$ cat config.mk
export PLATFORM = sky130hd
export DESIGN_NAME = rmq_div_cell
export DESIGN_NICKNAME = d
export VERILOG_FILES = /design/src/rmq_pkg.sv /design/src/rmq_div_cell.sv
export SDC_FILE = /design/constraint.sdc
export NUM_CORES = 1
export LEC_CHECK = 0
export ABC_CLOCK_PERIOD_IN_PS = 3340
export BUFFER_PORTS_ARGS = -buffer_cell sky130_fd_sc_hd__buf_2
export CAP_MARGIN = 20
export CORE_AREA = 2 2 408 410
export DETAILED_ROUTE_END_ITERATION = 8
export DIE_AREA = 0 0 410 412
export SETUP_SLACK_MARGIN = 0.2
export SYNTH_ARGS = -nofsm -noshare
export SYNTH_HDL_FRONTEND = slang
export SYNTH_SLANG_ARGS = --single-unit
$ cat constraint.sdc
create_clock -name clk -period 3.34 [get_ports clk]
set_input_delay 0.167 -clock clk [delete_from_list [all_inputs] [get_ports clk]]
set_output_delay 0.167 -clock clk [all_outputs]
set_load 0.1 [all_outputs]
$ cat src/rmq_pkg.sv
// ----------------------------------------------------------------------------
// rmq_pkg: shared types and constants for the matrix to quaternion converter
// branch codes, component select and the word carried along the cell chain
// ----------------------------------------------------------------------------
package rmq_pkg;

	localparam int DW = 16;

	localparam logic [1:0] BR_X = 2'd0;
	localparam logic [1:0] BR_Y = 2'd1;
	localparam logic [1:0] BR_Z = 2'd2;
	localparam logic [1:0] BR_W = 2'd3;

	typedef logic signed [DW-1:0] sample_t;

	// quotient numerators for the three non-root components, in x, y, z, w
	// order with the root slot unused
	typedef struct packed {
		logic [1:0] branch;
		logic       degen;
		logic signed [DW+1:0] num_x;
		logic signed [DW+1:0] num_y;
		logic signed [DW+1:0] num_z;
		logic signed [DW+1:0] num_w;
	} ctl_t;

	function automatic logic signed [DW-1:0] sat16(input logic signed [63:0] v);
		if (v > 64'sd32767) begin
			return 16'sh7fff;
		end else if (v < -64'sd32768) begin
			return 16'sh8000;
		end
		return v[DW-1:0];
	endfunction

endpackage

$ cat src/rmq_div_cell.sv
// ----------------------------------------------------------------------------
// rmq_div_cell: one restoring division step for three quotient lanes
// all lanes share the divisor; one quotient bit per lane per cell
// ----------------------------------------------------------------------------
module rmq_div_cell #(
	parameter int NW = 48,
	parameter int DVW = 32,
	parameter int STEP = 0
) (
	input  logic           clk,
	input  logic           en,
	input  logic [DVW-1:0] dvs_i,
	input  logic [NW-1:0]  num_i [3],
	input  logic [DVW:0]   rem_i [3],
	input  logic [NW-1:0]  quo_i [3],
	input  rmq_pkg::ctl_t  ctl_i,
	input  logic [DVW-1:0] root_i,
	output logic [DVW-1:0] dvs_o,
	output logic [NW-1:0]  num_o [3],
	output logic [DVW:0]   rem_o [3],
	output logic [NW-1:0]  quo_o [3],
	output rmq_pkg::ctl_t  ctl_o,
	output logic [DVW-1:0] root_o
);
	import rmq_pkg::*;

	logic [DVW+1:0] sh [3];

	always_comb begin
		for (int k = 0; k < 3; k++) begin
			sh[k] = {rem_i[k], num_i[k][NW-1-STEP]};
		end
	end

	always_ff @(posedge clk) begin
		if (en) begin
			dvs_o  <= dvs_i;
			num_o  <= num_i;
			ctl_o  <= ctl_i;
			root_o <= root_i;
			for (int k = 0; k < 3; k++) begin
				if (sh[k] >= {2'b00, dvs_i}) begin
					rem_o[k] <= (DVW+1)'(sh[k] - {2'b00, dvs_i});
					quo_o[k] <= {quo_i[k][NW-2:0], 1'b1};
				end else begin
					rem_o[k] <= sh[k][DVW:0];
					quo_o[k] <= {quo_i[k][NW-2:0], 1'b0};
				end
			end
		end
	end
endmodule

# Word level (Yosys, flattened, before mapping)
# Cells that the tools add are included.
[classes]
addsub = 3
order_cmp = 3
muxes = 6
[op_table]
columns = ["cell", "n"]
rows = [
  ["$ge 34x32->1", 3],
  ["$mux 33", 3],
  ["$sub 33x32->33", 3],
  ["$mux 1", 3],
]
[totals]
reg_bits = 526
output_inout_bits = 526
elab_cells = 29

# Longest topological paths before layout
# Gate-level depths: netlist (run 1).
[logic_depth]
depth_word = 2
mapped_depth = 14
ltp_nobuf = 13

# Worst setup path before layout (run 1)
# Ideal clock, no wire load.
[synth_timing]
path_type = "in2reg"
start = "in num_i[47] (netlist name)"
end = "reg rem_o[15] (netlist name), data pin"
t_arrival_ns = 2.582
t_required_ns = 3.078
setup_slack_ns = 0.496
path_stages = 13
path_cell_list = "inv_1 ha_1 inv_1 fa_1 a21o_1 a21oi_1 o211ai_1 a41oi_2 o211ai_1 a221oi_2 nor2_2 buf_4 mux2_1"
[synth_via]
elab_chain_cells = 2
[synth_rtl]
columns = ["item", "line_no", "text"]
rows = [
  ["from (decl)", "rmq_div_cell.sv:13", "input logic [NW-1:0] num_i [3],"],
  ["$sub 33x32->33 / $ge 34x32->1 (equally long branches)", "rmq_div_cell.sv:43, rmq_div_cell.sv:42", ""],
  ["$mux 33 *", "rmq_div_cell.sv:42", "if (sh[k] >= {2'b00, dvs_i}) begin"],
  ["to (signal, indexed assignment)", "rmq_div_cell.sv:43", "rem_o[k] <= (DVW+1)'(sh[k] - {2'b00, dvs_i});"],
  ["to (signal, indexed assignment)", "rmq_div_cell.sv:46", "rem_o[k] <= sh[k][DVW:0];"],
  ["to (decl)", "rmq_div_cell.sv:20", "output logic [DVW:0] rem_o [3],"],
]
# Every way passes the cells marked *; elsewhere a longest branch is shown, timed or not.
# A chain may end at the register's enable or synchronous reset.

# Final worst setup path (run 1)
[layout_timing]
start = "in dvs_i[15]"
end = "reg rem_o[28] (netlist name), data pin"
[layout_via]
elab_chain_cells = 2
[layout_rtl]
columns = ["item", "line_no", "text"]
rows = [
  ["from (decl)", "rmq_div_cell.sv:12", "input logic [DVW-1:0] dvs_i,"],
  ["$sub 33x32->33 / $ge 34x32->1 (equally long branches)", "rmq_div_cell.sv:43, rmq_div_cell.sv:42", ""],
  ["$mux 33 *", "rmq_div_cell.sv:42", ""],
]
# Marked as above.

==> flow_summary.toml, run 1 <==
[logic_synthesis]
ys_seq_elements = 526
yosysMostFrequentCell = "edfxtp_1"
yosys-top-cells-area = "edfxtp_1 71%, ha_1 5.4%, a21oi_1 3.3%"
ys_types = 68
yosysSeqAreaShare_pct = 70.97
syn-num-nets = 2161
synth_common_cells = "526 x edfxtp_1, 148 x a21oi_1, 109 x nor2_1"
netlist_instances = 1534
yosysTopAreaCell = "edfxtp_1"
avgSynthCellArea_sq_um = 14.51
synth_edf_count = 526
yosys_warnings = 0
synthFlopType = "edfxtp_1"
syn-cell-area_sq_um = 22260
yosys.area.top_type_share_pct = 70.97
async_reset_ff_share_pct = 0

[timing]
min_period_ps = 3127
setup_violations = 0
finalHoldViolations = 0
finalSetupTns_ps = 0
layout_setup_ws_ps = 212.7
finalMaxSlewViolations = 0
finalCritPeriodShare_pct = 93.63
worst_slew_pin_slew_ps = 1089
slew_headroom_pct = 27.40
hold_slack_ps = 144.1
rsz0062_at_grt = "true"
fmax_mhz = 319.8

[global_route]
gr-usage-all-layers_pct = 14.95
grt.busiest_layer = "met2"
grt_use_met1_pct = 16.31
grt_pass1_wl_um = 171300
gr-total-overflow = 0
use_met3_pct = 3.628
use_met2_pct = 26.73
antenna_found_initial = 81
grt_max_degree = 93
grt_pass1_vias = 20990

[clock_network]
root_buffer = "clkbuf_16"
htree_levels = 3
clkTransAtPathRegs_ps = 60
cts.sinks = 526
clk_path_buf_depth = 3
cts_buffers = 66
cts_tree = "done"

[finish]
nNetsFinal = 3957
area_delta_synth_final_pct = 77.91
n_fill_cell = 17280
drive_gt1_share_pct = 42.17

[power]
intPower_w = 0.01431
comb_power_share_pct = 34.7
switching_power_w = 0.01002
ir_drop_mv = 0.4501
p_sw_share_pct = 41.18
p_leak_nw = 16.52
p_per_area_nw_per_um2 = 614.5
pwr-share-clk_pct = 31.1
p_seq_share_pct = 34.2

[placement]
gp_congestion = 1.002
hpwlAfterDp_um = 108400
place_ws_ps = -26.86
port_buffers = 1050

[setup_path]
crit_fanout = 8
worstPathRequired_ps = 3750
crit_type = "in -> reg"
arrival_ps = 3530
crit_path_end_kind = "flop"
critPathLaunchType = "input pin"

[floorplanning]
initial_utilization_pct = 13.55
boundaryPins = 1054
dieHeight_um = 412
dieArea_sq_um = 168900
rows = 149
die_w_um = 410
core-area_sq_um = 164200

[drt]
wl_per_cell_um = 23.77
finalWirelength_um = 132900
drtIter0Drc = 1753
first_pass_iters = 6
drc = 0
num_vias = 21290
via_per_inst = 3.808
ant_nets = 0

[job]
maxCapViolations = 0

[worst_hold_path]
min_path_type = "in -> reg"

[outcome]
status = "complete, no violations"
through the flow:
| stage | util (%) | power [W] | instance area, sq um | cells |
|---|---|---|---|---|
| after CTS | 23.89 | 0.02453 | 39240 | 5561 |
| after global routing | 24.09 | 0.02511 | 39560 | 5577 |
| after floorplan | - | 0.01400 | 22260 | 1534 |
| final | 24.11 | 0.02433 | 39600 | 5591 |
| after global placement | 19.35 | 0.01627 | 31780 | 4926 |
| after detailed placement | 19.35 | 0.01627 | 31780 | 4926 |
final timing paths:
| path | startpoint | end | slack, ps | cells past startpoint |
|---|---|---|---|---|
| max | dvs_i[15] | rem_o[28]$_DFFE_PP_ | 210 | 14 |
| min | en | quo_o[47]$_DFFE_PP_ | 140 | 1 |
layer usage:
metal	vias up	routed length (um)
li1	9479	-
met1	10380	47330
met2	1152	66350
met3	268	11440
met4	12	7696
met5	-	80
cell type report:
type                    instances  area [sq um]  area share, %
well taps                    2189          2739          6.917
clock inverters                37         529.3          1.337
multi-input cells             894          6232          15.74
flip-flops and latches        526         15800          39.89
repair buffers               1775         12250          30.93
inverters                      67         274.0         0.6920
diodes                         25         62.56         0.1580
clock buffers                  78          1718          4.339
what timing repair did:
item / in CTS / in global routing
gates resized for setup: 0 / 54
hold endpoints to repair: 522 / 0
hold buffers: 520 / 0
endpoints found under the setup margin: 0 / 69
buffers inserted: 0 / 5
cell families (layout without fill, tap and decap cells):
family                     after synthesis  after routing  synth area share (%)
and+or+nand+nor                        312            312                 6.471
buffers and inverters                  114           1957                 2.035
DFF                                    526            526                 70.97
AOI/OAI and AO/OA                      384            384                 10.73
xor gates and xnor gates                80             80                 3.148
adders and majority gates               99             99                 5.667
muxes                                   19             19                0.9781
other                                    0             25                     0
power by group through the flow:
stage	sequential, W	clock (W)	combinational [W]
global placement	0.00845	0	0.00782
CTS	0.00832	0.00779	0.00841
floorplan	0.0129	0	0.00111
detailed placement	0.00844	0	0.00783
finish	0.00833	0.00756	0.00844
global route	0.00837	0.00801	0.00873
cells in the final DEF (no fill, tap or decap), types with 5 or more instances in the layout:
| master | count |
|---|---|
| buf_4 | 188 |
| o21bai_1 | 21 |
| clkinvlp_4 | 11 |
| diode_2 | 25 |
| or3_1 | 7 |
| inv_1 | 61 |
| o21a_1 | 13 |
| nor2_1 | 109 |
| edfxtp_1 | 526 |
| mux2_2 | 12 |
| xnor2_1 | 44 |
| nand4_1 | 25 |
| buf_2 | 1041 |
| bufinv_16 | 8 |
| a21o_1 | 41 |
| clkbuf_4 | 7 |
| mux2_1 | 6 |
| nand2b_1 | 12 |
| o21ai_1 | 9 |
| dlygate4sd3_1 | 520 |
| a31oi_1 | 14 |
| nor2b_1 | 9 |
| nor3_1 | 14 |
| ha_1 | 90 |
| clkbuf_16 | 67 |
| a21oi_1 | 143 |
| o31ai_1 | 5 |
| o211ai_1 | 5 |
| o21ai_0 | 65 |
| nand3_1 | 17 |
| buf_12 | 17 |
| inv_6 | 5 |
| and3_1 | 10 |
| nand2_1 | 89 |
| a21oi_2 | 6 |
| xor2_1 | 36 |
| clkbuf_1 | 11 |
| a211oi_1 | 7 |
critical path, stage by stage:
cell and delay [ps]:
dlygate4sd3_1 560, clkbuf_4 260, inv_1 80, buf_4 180, ha_1 400, a211o_1 360, o22ai_1 220, o21bai_1 130
and4_1 240, a221oi_4 290, nor2_4 90, buf_4 170, buf_4 160, a31o_2 190
registers in the layout (all words and copies together) (netlist names):
signal	flops
ctl_o	75
dvs_o	32
num_o	144
quo_o	144
rem_o	99
root_o	32
Power figures use the tool's default switching activity.
==> inputs of run 2 (changes only) <==
--- a/config.mk
+++ b/config.mk
@@ -5,12 +5,16 @@
 export SDC_FILE = /design/constraint.sdc
 export NUM_CORES = 1
 export LEC_CHECK = 0
-export ABC_CLOCK_PERIOD_IN_PS = 3340
+export ABC_CLOCK_PERIOD_IN_PS = 3810
 export BUFFER_PORTS_ARGS = -buffer_cell sky130_fd_sc_hd__buf_2
 export CAP_MARGIN = 20
-export CORE_AREA = 2 2 408 410
+export CELL_PAD_IN_SITES_DETAIL_PLACEMENT = 1
+export CELL_PAD_IN_SITES_GLOBAL_PLACEMENT = 1
+export CORE_AREA = 2 2 410 412
 export DETAILED_ROUTE_END_ITERATION = 8
-export DIE_AREA = 0 0 410 412
+export DIE_AREA = 0 0 412 414
+export MAX_ROUTING_LAYER = met4
+export PLACE_DENSITY_LB_ADDON = 0.1
 export SETUP_SLACK_MARGIN = 0.2
 export SYNTH_ARGS = -nofsm -noshare
 export SYNTH_HDL_FRONTEND = slang
==> constraint.sdc (replaced) <==
create_clock -name clk -period 3.81 [get_ports clk]
set_input_delay 0.1905 -clock clk [delete_from_list [all_inputs] [get_ports clk]]
set_output_delay 0.1905 -clock clk [all_outputs]
set_load 0.1 [all_outputs]
==> run 2 against run 1 <==
Effect of this change: first-iteration DRC count down 58%; sequential share of layout area increased by 1.2 points; non-clock buffer count is 118 lower; worst hold slack gained 70 ps; critical endpoint is now rem_o[73]$_DFFE_PP_; flip-flop and latch count is the same; critical path depth down 1; via count shrank 7.2%; total power fell by 13%; combinational power shrank 16%; highest routed layer is now met4; largest cell class unchanged; core utilization decreased by 0.98 points; count of clock-buffer cells in the layout up 12.
==> flow_summary.toml, run 2 (synthesis gave the netlist of run 1 again) <==
[outcome]
status = "complete, no violations"

[setup_path]
worstPathRequired_ps = 4230
crit_path_end_kind = "flop"
slowest_delay_ps = 550
critPathLaunchType = "input pin"
arrival_ps = 3800
crit_fanout = 57
path_cells = "dlygate4sd3_1 -> buf_2 -> inv_1 -> buf_4 -> ha_1 -> and4_1 -> and3_1 -> a31oi_1 -> o221a_2 -> nand3_1 -> o21ai_4 -> buf_12 -> mux2_2"
crit_type = "in -> reg"
cpMaxStageDelayCell = "dlygate4sd3_1"

[finish]
largestRegisters = "num_o: 144 flops, quo_o: 144 flops, rem_o: 99 flops"
area_delta_synth_final_pct = 72.79
n_fill_cell = 18880
multi_input_area_sq_um = 6032
post-route-util_pct = 23.13
nNetsFinal = 3846
drive_gt1_share_pct = 38.66
layout_commonest_cell = "buf_2"
layout_common_cells = "1,049 x buf_2, 526 x edfxtp_1, 521 x dlygate4sd3_1"
regArea_sq_um = 15800

[clock_network]
clk_path_buf_depth = 3
clkTransAtPathRegs_ps = 50
root_buffer = "clkbuf_16"
cts_resized = 0
cts_tree = "done"
cts.sinks = 526
cts_buffers = 73
htree_levels = 3

[drt]
ant_nets = 0
wl_per_cell_um = 22.57
finalWirelength_um = 124100
drtIter0Drc = 738
num_vias = 19750
first_pass_iters = 5
drc = 0
via_per_inst = 3.590

[floorplanning]
rows = 150
initial_utilization_pct = 13.38
boundaryPins = 1054
dieArea_sq_um = 170600
dieHeight_um = 414
core-area_sq_um = 166300
die_w_um = 412

[timing]
finalSetupTns_ps = 0
setup_violations = 0
slew_headroom_pct = 53.16
min_period_ps = 3384
finalCritPeriodShare_pct = 88.81
finalMaxSlewViolations = 0
fmax_mhz = 295.5
finalHoldViolations = 0
layout_setup_ws_ps = 426.1
rsz0062_at_grt = "false"
worst_slew_pin_slew_ps = 707.5

[power]
ir_drop_mv = 0.2930
p_leak_nw = 15.97
p_per_area_nw_per_um2 = 548.7

[job]
maxCapViolations = 0

[placement]
place_ws_ps = 310.1
gp_congestion = 0.8060
hpwlAfterDp_um = 101100
port_buffers = 1050

[worst_hold_path]
min_path_type = "in -> reg"

[global_route]
gr-total-overflow = 0
antenna_found_initial = 41
gr-usage-all-layers_pct = 14.50
grt_pass1_vias = 21740
grt_pass1_wl_um = 169300
grt_max_degree = 99
-- run 2: changes by cell type in the layout (fill, tap and decap cells not counted), sizes merged --
cell / previous run / this run
clkbuf: 85 / 90
buf: 1248 / 1136
inv: 70 / 68
clkinv: 15 / 30
dlygate4sd3: 520 / 521
diode: 25 / 24
clkinvlp: 11 / 2
bufinv: 8 / 5
-- run 2: repair_timing --
action,4_1_cts,5_1_grt
endpoints found under the hold margin,547,0
hold buffers,521,0
setup buffers,0,0
-- run 2: final cells by class --
| type | instances | share of cell area, % |
|---|---|---|
| Antenna cell | 24 | 0.1562 |
| Sequential cell | 526 | 41.07 |
| Multi-Input combinational cell | 894 | 15.69 |
| Inverter | 67 | 0.6540 |
| Clock buffer | 90 | 4.971 |
| Timing Repair Buffer | 1657 | 29.26 |
| Tap cell | 2204 | 7.171 |
| Clock inverter | 38 | 1.035 |
-- run 2: per-layer routing --
layer  GRT usage (%)  wire length, um
met1           14.62            45450
met2           26.43            66280
met3           3.482             7207
met4           6.248             5174
met5               -                0
-- run 2: per-stage QoR --
stage | instances | cell area [sq um] | total power (W) | hold slack (ps)
6_report | 5500 | 38460 | 0.02110 | 213.9
2_1_floorplan | 1534 | 22260 | 0.01227 | 289.4
3_5_place_dp | 4827 | 30870 | 0.01408 | 368.8
5_1_grt | 5497 | 38450 | 0.02197 | 189.8
3_3_place_gp | 4827 | 30870 | 0.01410 | 367.9
4_1_cts | 5476 | 38400 | 0.02159 | 135.6
-- run 2: power breakdown --
part           switching, W  internal (W)  leakage, nW  total [W]
Sequential         0.000180       0.00705         5.15    0.00723
Combinational       0.00565       0.00149         9.71    0.00713
Clock               0.00282       0.00392         1.11    0.00674
-- run 2: path summary, 6_finish.rpt --
path | slack (ps) | from | depth (start not counted) | to
max | 430 | dvs_i[17] | 13 | rem_o[73]$_DFFE_PP_
min | 210 | rem_i[98] | 5 | rem_o[96]$_DFFE_PP_
-- run 2: critical path: cells and delay by family --
kind            cells  cell delay [ps]
fa+ha+maj           1              290
simple gates        3              600
compound gates      3              650
mux                 1              370
buf+inv             5             1650
