$ cat config.mk
export PLATFORM = sky130hd
export DESIGN_NAME = rmq_sqrt_cell
export DESIGN_NICKNAME = d
export VERILOG_FILES = /design/src/rmq_pkg.sv /design/src/rmq_sqrt_cell.sv
export SDC_FILE = /design/constraint.sdc
export NUM_CORES = 1
export LEC_CHECK = 0
export ABC_CLOCK_PERIOD_IN_PS = 8150
export BUFFER_PORTS_ARGS = -buffer_cell sky130_fd_sc_hd__buf_4
export CAP_MARGIN = 15
export CELL_PAD_IN_SITES_DETAIL_PLACEMENT = 1
export CELL_PAD_IN_SITES_GLOBAL_PLACEMENT = 1
export CORE_AREA = 3 3 160 162
export CTS_BUF_LIST = sky130_fd_sc_hd__clkbuf_4 sky130_fd_sc_hd__clkbuf_8
export CTS_CLUSTER_DIAMETER = 120
export DETAILED_ROUTE_END_ITERATION = 12
export DIE_AREA = 0 0 163 165
export GPL_ROUTABILITY_DRIVEN = 0
export GPL_TIMING_DRIVEN = 1
export HOLD_SLACK_MARGIN = 0.05
export PLACE_DENSITY = 0.87
export SETUP_SLACK_MARGIN = 0.3
export SYNTH_ARGS = -nofsm -noshare
export SYNTH_HDL_FRONTEND = slang
export SYNTH_SLANG_ARGS = --single-unit
export TNS_END_PERCENT = 1
$ cat constraint.sdc
create_clock -name clk -period 8.15 [get_ports clk]
set_clock_uncertainty 0.05 [all_clocks]
set_input_delay 0 -clock clk [delete_from_list [all_inputs] [get_ports clk]]
set_output_delay 0 -clock clk [all_outputs]
set_load 0.005 [all_outputs]
$ cat src/rmq_pkg.sv
// ----------------------------------------------------------------------------
// rmq_pkg: shared types and constants for the matrix to quaternion converter
// branch codes, component select and the word carried along the cell chain
// ----------------------------------------------------------------------------
package rmq_pkg;

	localparam int DW = 16;

	localparam logic [1:0] BR_X = 2'd0;
	localparam logic [1:0] BR_Y = 2'd1;
	localparam logic [1:0] BR_Z = 2'd2;
	localparam logic [1:0] BR_W = 2'd3;

	typedef logic signed [DW-1:0] sample_t;

	// quotient numerators for the three non-root components, in x, y, z, w
	// order with the root slot unused
	typedef struct packed {
		logic [1:0] branch;
		logic       degen;
		logic signed [DW+1:0] num_x;
		logic signed [DW+1:0] num_y;
		logic signed [DW+1:0] num_z;
		logic signed [DW+1:0] num_w;
	} ctl_t;

	function automatic logic signed [DW-1:0] sat16(input logic signed [63:0] v);
		if (v > 64'sd32767) begin
			return 16'sh7fff;
		end else if (v < -64'sd32768) begin
			return 16'sh8000;
		end
		return v[DW-1:0];
	endfunction

endpackage

$ cat src/rmq_sqrt_cell.sv
// ----------------------------------------------------------------------------
// rmq_sqrt_cell: one restoring square-root step
// resolves one root bit per cell and hands the remainder to the next cell
// ----------------------------------------------------------------------------
module rmq_sqrt_cell #(
	parameter int RW = 32,
	parameter int STEP = 0
) (
	input  logic          clk,
	input  logic          en,
	input  logic [2*RW-1:0] rad_i,
	input  logic [RW+1:0]   rem_i,
	input  logic [RW-1:0]   root_i,
	input  rmq_pkg::ctl_t   ctl_i,
	output logic [2*RW-1:0] rad_o,
	output logic [RW+1:0]   rem_o,
	output logic [RW-1:0]   root_o,
	output rmq_pkg::ctl_t   ctl_o
);
	import rmq_pkg::*;

	logic [RW+1:0] trial;
	logic [RW+1:0] shifted;

	// bring down the next radicand bit pair
	assign shifted = {rem_i[RW-1:0], rad_i[2*RW-1-2*STEP -: 2]};
	assign trial = {root_i, 2'b01};

	always_ff @(posedge clk) begin
		if (en) begin
			rad_o <= rad_i;
			ctl_o <= ctl_i;
			if (shifted >= trial) begin
				rem_o  <= shifted - trial;
				root_o <= {root_i[RW-2:0], 1'b1};
			end else begin
				rem_o  <= shifted;
				root_o <= {root_i[RW-2:0], 1'b0};
			end
		end
	end
endmodule

==> Word level (Yosys, flattened, before mapping) <==
Index checks and enable logic that the tools add are counted.
{ "classes": {"n_addsub": 1, "muxes": 2, "magnitude_cmp": 1} }
{ "ops": {"columns": ["cell", "n"], "rows": [
  ["34-bit >= comparator", 1],
  ["34-bit 2-to-1 mux", 1],
  ["34-bit subtractor", 1],
  ["1-bit 2-to-1 mux", 1]
]} }
{ "totals": {"regBits": 205, "inputBits": 207, "output_inout_bits": 205, "word_cells": 13} }

==> Longest topological paths before layout <==
Gate-level depths: netlist (run 1).
{ "logic_depth": {"depth_word": 2, "ltp_mapped": 14, "mapped_depth_nobuf": 11} }

==> Least setup slack after synthesis (run 1) <==
Ideal clock, no wire load.
{ "synth_timing": {"path_type": "in2reg", "startpoint": "input port root_i[7]", "endpoint": "register rem_o[25] (data pin)", "t_arrival_ps": 2361, "setup_time_ps": 260, "setup_slack_ps": 5478, "path_buffers": 2, "path_stages": 13, "cell_sequence": "inv_1 -> ha_1 -> nand3_2 -> nor4b_2 -> o31ai_2 -> a2111oi_4 -> o21ai_2 -> a21boi_4 -> nor2_4 -> inv_2 -> buf_6 -> buf_12 -> mux2_4"} }
{ "synth_via": {"elab_chain_cells": 2} }
{ "synth_rtl": {"columns": ["element", "line_no", "source"], "rows": [
  ["start, declared", "rmq_sqrt_cell.sv:13", "input logic [RW-1:0] root_i,"],
  ["34-bit subtractor or 34-bit >= comparator (tied branches)", "rmq_sqrt_cell.sv:34, rmq_sqrt_cell.sv:33", null],
  ["34-bit 2-to-1 mux (*)", "rmq_sqrt_cell.sv:33", "if (shifted >= trial) begin"],
  ["end signal, assigned", "rmq_sqrt_cell.sv:34", "rem_o <= shifted - trial;"],
  ["end signal, assigned", "rmq_sqrt_cell.sv:37", "rem_o <= shifted;"],
  ["end, declared", "rmq_sqrt_cell.sv:16", "output logic [RW+1:0] rem_o,"]
]} }
Every way passes the cells marked *; elsewhere a longest branch is shown, timed or not.
A chain may end at the register's enable or synchronous reset.

==> Worst setup path in the final report (run 1) <==
{ "layout_timing": {"startpoint": "input port rem_i[7]", "endpoint": "register rem_o[13] (data pin)"} }
{ "layout_via": {"elab_chain_cells": 2} }
{ "layout_rtl": {"columns": ["element", "line_no", "source"], "rows": [
  ["start, declared", "rmq_sqrt_cell.sv:12", "input logic [RW+1:0] rem_i,"],
  ["34-bit subtractor or 34-bit >= comparator (tied branches)", "rmq_sqrt_cell.sv:34, rmq_sqrt_cell.sv:33", null],
  ["34-bit 2-to-1 mux (*)", "rmq_sqrt_cell.sv:33", null]
]} }
Marked as above.

==> metrics.md, run 1 <==
| Metric | Value |
|---|---|
| Ys flop type | edfxtp_1 |
| Leakage Power | 6.35 nW |
| Seq cells post-synth | 205 |
| Number of synthesized flops with an enable pin | 205 |
| Largest net degree at the start of global routing | 78 |
| Antenna violations before repair | 1 |
| Top Ports | 412 |
| Longest Clk Path Bufs | 3 |
| Async SR Flop Fraction | 0% |
| Max stage delay on crit path | 590 ps |
| CP Launch Type | primary input |
| Cell variety after synth | 59 |
| DRC viols | 0 |
| Synth top area cells | edfxtp_1, ha_1, mux2_2 |
| Fmax | 0.269 GHz |
| Critical Path Sink Type | register |
| Most frequent cells in the layout | buf_4, edfxtp_1, dlygate4sd3_1, inv_1 |
| Nets | 1438 |
| Clock Sink Count | 205 |
| P per Cell Area | 195 mW/mm^2 |
| Most common cell after layout, fill and taps aside | buf_4 |
| Max_cap viols | 0 |
| Tcrit/Tclk final | 45.6% |
| Cells after Synth | 551 |
| RSZ-0062 raised after global routing | no |
| Register area | 0.00616 sq mm |
| Area of the core | 0.0242 sq mm |
| Routed Antenna Nets | 0 |
| Drt wl/cell | 26.0 um |
| Global-route usage over all layers | 28.8% |
| WP data required | 8370 ps |
| First drt pass iteration count | 4 |
| CTS root buffer | clkbuf_8 |
| Multi-input gate area | 0.00223 sq mm |
| Total power | 2.87 mW |
| Yosys warning count | 0 |
| Sum Neg Setup Slack | 0 ps |
| Initial Util | 35.5% |
| Die W | 163 um |
| Slew margin rel. | 32.3% |
| Layout cells sized above 1 | 41.2% |
| DRT iter0 DRCs | 508 |
| Synth Cell Area | 0.00860 sq mm |
| HP Class | in -> reg |
| Port buffer count | 409 |
| Critical path's slowest cell | inv_2 |
| Post-CTS Setup Inserts | 0 |
| CTS buffer count | 37 |
| Post-synthesis sequential area ratio | 71.6% |
| Top cell type's share of synthesized area | 71.6% |
| Total wire length | 40300 um |
| Die height | 165 um |
| Tmin final | 3720 ps |
| Grt total ovfl | 0 |
| Worst setup margin | 4430 ps |
| Crit path DAT | 3940 ps |
| First-pass GRT wire length | 56700 um |
| Mean post-synth cell area | 15.6 sq um |
| Clock transition at path regs | 70 ps |
| FP Rows | 57 |
| Placed Instance Area | 0.0120 sq mm |
| Worst-margin pin slew | 1020 ps |
| Final hold violations | 0 |
| Final setup viols | 0 |
| Vias in the first global route | 8446 |
| P&R area growth vs syn | 71.6% |
| # H-tree levels | 2 |
| CTS tree | done |
| Max Slew Vio Count | 0 |
| Vias | 7663 |
| CP max FO | 29 |
| Cell accounting for the most synthesized area | edfxtp_1 |
| Syn Nets | 792 |
| CP Cell Sequence | dlygate4sd3_1 > buf_4 > ha_1 > nand3_2 > nor4b_2 > o31ai_2 > a2111oi_4 > o21ai_2 > a21boi_4 > nor2_4 > inv_2 > mux2_2 |
| Hpwl dp | 24000 um |
| Peak VDD IR | 0.000127 V |
| Fin area | 0.0148 sq mm |
| Fillers | 2431 |
| Setup WS pre-CTS | 4510 ps |
| Die area | 0.0269 sq mm |
| Status | completed |
| Via density | 4.95 |
| Critical path class | in -> reg |
-- through the flow --
stage	cells	hold WS, ps	utilization (%)
2_1_floorplan	551	48.9	-
3_3_place_gp	1279	128	49.7
3_5_place_dp	1279	130	49.7
4_1_cts	1544	107	60.8
5_1_grt	1545	120	60.8
6_report	1547	146	60.9
-- path summary, 6_finish.rpt --
path,cells past startpoint,to,start,slack [ps]
setup / recovery,12,rem_o[13]$_DFFE_PP_,rem_i[7],4430
hold / removal,2,rad_o[11]$_DFFE_PP_,rad_i[11],150
-- flip-flops by register name, indices dropped and copies added, names as in the netlist --
signal and flops:
rem_o 34, root_o 32, rad_o 64, ctl_o 75
-- final cells by class --
cell class | instances | area share, %
flip-flops and latches | 205 | 41.7
repair buffers | 614 | 34.7
multi-input cells | 297 | 15.1
clock buffers | 50 | 4.15
well taps | 324 | 2.75
inverters | 42 | 1.07
clock inverters | 12 | 0.441
diodes | 3 | 0.0509
-- logic make-up after synthesis --
logic type | after synthesis | share of synthesized area (%)
muxes | 22 | 3.01
DFF | 205 | 71.6
AOI/OAI and AO/OA | 124 | 9.76
buffers and inverters | 49 | 2.47
adders and majority gates | 34 | 4.95
and+or+nand+nor | 90 | 5.46
xor gates and xnor gates | 27 | 2.75
-- worst max-delay path, delay by kind of cell --
family	cells	cell delay, ps
simple gates	3	650
buf+inv	3	1300
mux	1	430
fa+ha+maj	1	430
compound gates	4	1100
-- routing by layer --
metal  vias up  part of all wire [%]  GRT usage (%)
li1       3422                     -              -
met2       357                    54           54.0
met5         -                     0              0
met1      3795                    35           30.5
met4         0                   4.0           11.8
met3        89                   7.1           7.65
-- Yosys cell counts (all sizes together) (2+ instances only) --
cell and number:
edfxtp 205, inv 42, a21oi 39, ha 34, o21ai 24, mux2 22, nand2 21, nor2 18
a21o 17, xnor2 17, nand3 15, nor3 12, xor2 10, and3 8, o21a 7, a211oi 4
a31o 4, a31oi 4, buf 4, nor4b 4, o31ai 4, a21boi 3, a221o 3, clkbuf 3
nand4 3, a2111oi 2, and2 2, nand2b 2, nor2b 2, o311ai 2
-- what timing repair did --
item | 4_1_cts | 5_1_grt
hold endpoints to repair | 257 | 0
hold buffers | 203 | 0
resized for setup | 0 | 0
-- report_power, final --
| part | internal [mW] | switching (mW) |
|---|---|---|
| logic | 0.322 | 0.274 |
| clock network | 0.490 | 0.471 |
| registers | 1.27 | 0.0426 |
No activity file was read; power rests on OpenSTA's default activity.
==> run 2, diff against run 1 <==
ABC_CLOCK_PERIOD_IN_PS = 3100   (was 8150)
CORE_AREA = 3 3 164 166   (was 3 3 160 162)
DIE_AREA = 0 0 167 169   (was 0 0 163 165)
clock period = 3.1 ns   (was 8.15 ns; I/O delays follow)
==> run 2 against run 1 <==
Against the previous run: first-iteration DRC count decreased by 10%; die area is 4.9% higher; sequential power rose to 2.6 times the previous value; total power rose to 2.6 times the previous value; sequential share of layout area is 1.1 points lower; critical path depth rose by 1; largest cell class unchanged; global-route usage shrank 1.6 points; cell count grew 2.0%.
==> metrics.md, run 2 (synthesis gave the netlist of run 1 again) <==
| Metric | Value |
|---|---|
| FP Rows | 59 |
| Max stage delay on crit path | 560 ps |
| CTS root buffer | clkbuf_8 |
| P&R area growth vs syn | 76.1% |
| P per Cell Area | 501 mW/mm^2 |
| Die area | 0.0282 sq mm |
| Placed Instance Area | 0.0122 sq mm |
| Status | completed |
| HP Class | in -> reg |
| Worst-margin pin slew | 859 ps |
| Fmax | 0.352 GHz |
| Crit path DAT | 3060 ps |
| Top Usage Layer GRT | met2 |
| Tcrit/Tclk final | 91.7% |
| Largest net degree at the start of global routing | 89 |
| Largest Register | ctl_o |
| Critical path's slowest cell | dlygate4sd3_1 |
| Fin area | 0.0151 sq mm |
| Crit-path most repeated cell | a21o_1 |
| Peak VDD IR | 0.000340 V |
| Grt met3 use | 5.44% |
| CP Depth | 13 |
| Via density | 5.09 |
| Max_cap viols | 0 |
| Sum Neg Setup Slack | 0 ps |
| Final hold violations | 0 |
| CP Launch Type | primary input |
| WP data required | 3320 ps |
| Clock transition at path regs | 50 ps |
| Worst Path Buf+Inv | 5 |
| Die height | 169 um |
| Layout cells sized above 1 | 44.1% |
| First-pass GRT wire length | 58000 um |
| Longest Clk Path Bufs | 3 |
| Routed Antenna Nets | 0 |
| Port buffer count | 409 |
| CTS tree | done |
| Critical path class | in -> reg |
| Total wire length | 41500 um |
| CP Cell Sequence | dlygate4sd3_1 > buf_4 > inv_1 > ha_4 > and2_2 > and4b_1 > a21o_1 > a21o_1 > a21o_1 > nor2_4 > clkinv_4 > clkbuf_16 > mux2_4 |
| CP max FO | 6 |
| Initial Util | 33.4% |
| CTS buffer count | 37 |
| Grt total ovfl | 0 |
| Most frequent cells in the layout | buf_4, edfxtp_1, dlygate4sd3_1, inv_1 |
| Hpwl dp | 24200 um |
| DRC viols | 0 |
| Vias | 8026 |
| CP startpoint | root_i[17] |
| DRT iter0 DRCs | 456 |
| Nets | 1464 |
| Top Ports | 412 |
| Vias in the first global route | 8716 |
| Most common cell after layout, fill and taps aside | buf_4 |
| Global-route usage over all layers | 27.1% |
| GRT met1 Usage | 29.2% |
| Leakage Power | 6.50 nW |
| First drt pass iteration count | 5 |
| Met2 Use GR | 53.4% |
| Critical path endpoint | rem_o[30]$_DFFE_PP_ |
| Worst setup margin | 257 ps |
| RSZ-0062 raised after global routing | yes |
| Fillers | 2533 |
| Max Slew Vio Count | 0 |
| Drt wl/cell | 26.3 um |
| Largest regs | ctl_o (75), rad_o (64), rem_o (34) |
| Critical Path Sink Type | register |
| Antenna violations before repair | 2 |
| Clock Sink Count | 205 |
| Area of the core | 0.0258 sq mm |
| Max reg flops | 75 |
| Top delay family on crit path | buffers and inverters |
| Tmin final | 2840 ps |
| Final setup viols | 0 |
| # H-tree levels | 2 |
| Setup WS pre-CTS | 125 ps |
| Slew margin rel. | 42.7% |
| Die W | 167 um |
==> run 2: changes by cell type in the layout (fill, tap and decap cells not counted), sizes merged <==
| cell | before | now |
|---|---|---|
| diode | 3 | 2 |
| dlygate4sd3 | 203 | 202 |
| inv | 44 | 41 |
| buf | 410 | 433 |
| clkinvlp | 1 | 2 |
| dlymetal6s4s | 0 | 1 |
==> run 2: metrics by stage <==
step                util [%]  instances  power [mW]  hold slack (ps)
finish                  58.8       1578        7.58             99.0
global route            58.8       1578        7.86              112
CTS                     57.5       1560        7.33             -221
detailed placement      47.2       1302        4.80              129
global placement        47.2       1302        4.72              128
floorplan                  -        551        3.95             48.9
==> run 2: cell type report <==
cell class / instances / area, sq um / share of cell area, %
repair buffers: 640 / 5390 / 35.6
clock inverters: 10 / 50.0 / 0.331
inverters: 42 / 165 / 1.09
diodes: 2 / 5.00 / 0.0331
flip-flops and latches: 205 / 6160 / 40.7
well taps: 335 / 419 / 2.77
multi-input cells: 297 / 2370 / 15.6
clock buffers: 47 / 584 / 3.86
==> run 2: worst min-delay path by stage <==
stage	endpoint	from	slack, ps	depth (start not counted)
after floorplan	ctl_o[0]$_DFFE_PP_	ctl_i[0]	50	0
after global placement	ctl_o[40]$_DFFE_PP_	ctl_i[40]	130	1
after detailed placement	rad_o[42]$_DFFE_PP_	rad_i[42]	130	1
after CTS	rem_o[2]$_DFFE_PP_	rem_i[0]	-220	3
after global routing	rem_o[8]$_DFFE_PP_	rem_i[6]	110	4
final	rem_o[2]$_DFFE_PP_	rem_i[0]	100	4
==> run 2: repair_timing <==
item | 4_1_cts | 5_1_grt
endpoints found under the hold margin | 204 | 3
buffers inserted | 0 | 12
endpoints found under the setup margin | 0 | 24
resized for setup | 0 | 41
hold buffers | 201 | 2
==> run 2: power by group <==
part           total [mW]  internal, mW  switching (mW)
sequential           3.47          3.35           0.116
clock                2.42          1.22            1.20
combinational        1.69         0.917           0.772
==> run 2: per-layer routing <==
layer,part of all wire [%],up-vias,routed length (um)
met1,35,4017,14500
met3,6.1,109,2520
met5,0,-,0
met4,3.4,0,1430
met2,56,433,23000
li1,-,3467,-
==> run 3, diff against run 2 <==
ABC_AREA = 1   (was unset)
CORE_AREA = 3 3 171 173   (was 3 3 164 166)
DIE_AREA = 0 0 174 176   (was 0 0 167 169)
SKIP_LAST_GASP = 1   (was unset)
==> run 3 against run 2 <==
Against the previous run: final area is 1.7% higher; core utilization is 3.3 points lower; flip-flop and latch count stayed put; critical path depth is 1 lower; via count is 11% higher; synthesized area is 6.6% higher; sequential share of layout area is 0.68 points lower; critical endpoint is now rem_o[10]$_DFFE_PP_; largest power group unchanged.
==> metrics.md, run 3 <==
| Metric | Value |
|---|---|
| RSZ-0062 raised after global routing | no |
| Setup WS pre-CTS | 670 ps |
| Min Hold Slack | 144 ps |
| DRT iter0 DRCs | 547 |
| Top Ports | 412 |
| Tcrit/Tclk final | 81.5% |
| Met2 Use GR | 52.0% |
| Yosys warning count | 0 |
| Layout cells sized above 1 | 32.2% |
| # H-tree levels | 2 |
| Worst setup margin | 572 ps |
| Most frequent cells in the layout | buf_4, nand2_1, edfxtp_1, dlygate4sd3_1, inv_1 |
| Crit path DAT | 2860 ps |
| Hpwl dp | 27100 um |
| Die area | 0.0306 sq mm |
| Drt wl/cell | 23.5 um |
| Total wire length | 44400 um |
| Cell with the most instances after synthesis | nand2_1 |
| Max Slew Vio Count | 0 |
| CTS root buffer | clkbuf_8 |
| Leakage Power | 7.19 nW |
| Routed Antenna Nets | 0 |
| Cell variety after synth | 26 |
| Worst-margin pin slew | 900 ps |
| Vias in the first global route | 9760 |
| Synth Cell Area | 0.00917 sq mm |
| Vias | 8926 |
| Largest regs | ctl_o (75), rad_o (64), rem_o (34) |
| Initial Util | 33.0% |
| DRC viols | 0 |
| Synth top area cells | edfxtp_1, nand2_1, inv_1 |
| Mean post-synth cell area | 11.0 sq um |
| P&R area growth vs syn | 67.9% |
| Global-route usage over all layers | 27.8% |
| Largest net degree at the start of global routing | 98 |
| Cells after Synth | 836 |
| Antenna violations before repair | 6 |
| Die W | 174 um |
| CTS buffer count | 36 |
| First drt pass iteration count | 5 |
| Most common cell after layout, fill and taps aside | buf_4 |
| Fmax | 0.396 GHz |
| Status | completed |
| Longest Clk Path Bufs | 3 |
| Seq cells post-synth | 205 |
| Ys flop type | edfxtp_1 |
| Top Usage Layer GRT | met2 |
| Top cell type's share of synthesized area | 67.1% |
| Final setup viols | 0 |
| Nets | 1725 |
| Clock Sink Count | 205 |
| Critical path class | in -> reg |
| CTS tree | done |
| Grt total ovfl | 0 |
| Cell accounting for the most synthesized area | edfxtp_1 |
| Fillers | 3119 |
| Sum Neg Setup Slack | 0 ps |
| Clock transition at path regs | 80 ps |
| Die height | 176 um |
| Critical Path Sink Type | register |
| Grt met3 use | 6.86% |
| Syn Nets | 1077 |
| Slew margin rel. | 40.0% |
| Hold_sp | en |
| First-pass GRT wire length | 63900 um |
| Synth top cells by count | nand2_1, edfxtp_1, inv_1, nor2_1, nand3_1 |
| Tmin final | 2530 ps |
| Async SR Flop Fraction | 0% |
| CP Launch Type | primary input |
| FP Rows | 61 |
| Peak VDD IR | 0.000276 V |
| P per Cell Area | 493 mW/mm^2 |
| Via density | 4.72 |
| Largest Register | ctl_o |
| WP data required | 3430 ps |
| Port buffer count | 409 |
| Number of synthesized flops with an enable pin | 205 |
| Area of the core | 0.0278 sq mm |
| Max reg flops | 75 |
| CP max FO | 37 |
| HP Class | in -> reg |
| Max_cap viols | 0 |
| CP startpoint | rem_i[21] |
| Inst Count DP | 1622 |
| Final hold violations | 0 |
| GRT met1 Usage | 30.4% |
| Non-filler cells, final | 1891 |
| Post-synthesis sequential area ratio | 67.1% |
## run 3: cell count changes after synthesis, moves of 13 or more
cell,delta
a21o_1,-16
inv_1,+82
mux2_2,-19
nand2_1,+256
nand3_1,+24
nor2_1,+34
xnor2_1,-13
## run 3: final timing paths
path / cells past startpoint / to / slack [ps]
worst min-delay path: 1 / rem_o[26]$_DFFE_PP_ / 140
worst max-delay path: 12 / rem_o[10]$_DFFE_PP_ / 570
## run 3: area by class of cell
cell class | instances | area, sq um | share of cell area [%]
clock inverter | 16 | 76.3 | 0.496
multi-input combinational | 497 | 2470 | 16.1
tap | 378 | 473 | 3.07
sequential | 205 | 6160 | 40.0
antenna | 4 | 10.0 | 0.0650
clock buffer | 47 | 578 | 3.75
timing repair buffer | 616 | 5150 | 33.4
inverter | 128 | 483 | 3.14
## run 3: power breakdown
| group | leakage [nW] | internal (mW) | switching, mW |
|---|---|---|---|
| logic | 4.85 | 0.814 | 0.847 |
| registers | 2.01 | 3.35 | 0.119 |
| clock network | 0.342 | 1.22 | 1.24 |
| total | 7.19 | 5.39 | 2.21 |
## run 3: cell families (layout without fill, tap and decap cells)
| logic type | Yosys count | count (layout) | synth area share (%) |
|---|---|---|---|
| buffers and inverters | 134 | 807 | 5.88 |
| XOR/XNOR | 17 | 17 | 1.62 |
| AO/OA/AOI/OAI | 47 | 47 | 2.72 |
| other | 0 | 4 | 0 |
| flip-flops | 205 | 205 | 67.1 |
| AND/OR/NAND/NOR | 399 | 399 | 18.0 |
| adder cells (fa/ha/maj) | 34 | 34 | 4.64 |
## run 3: layer usage
layer	routed length, um	vias up	part of all wire [%]
met4	1750	4	3.9
met1	16000	4370	36
met3	2720	96	6.1
met5	24	-	0.054
li1	-	4069	-
met2	23900	387	54
## run 3: stage by stage
| step | cell area [sq um] | util, % | power (mW) |
|---|---|---|---|
| floorplan | 9170 | - | 3.98 |
| global placement | 12700 | 45.8 | 4.78 |
| detailed placement | 12700 | 45.8 | 4.86 |
| CTS | 15400 | 55.4 | 7.44 |
| global route | 15400 | 55.4 | 7.90 |
| finish | 15400 | 55.4 | 7.60 |
## run 3: worst max-delay path, stage by stage
cell and delay [ps]:
dlygate4sd3_1 580, buf_4 160, ha_1 390, a21oi_2 240
o21ai_0 140, a21oi_1 240, nand3_2 130, nand2_2 120
nand2_8 190, inv_4 370, nand2_1 110, nand2_1 140
## run 3: repair_timing
item	CTS	global route
setup buffers	0	0
resized for setup	0	0
hold buffers	202	0
hold endpoints to repair	204	0
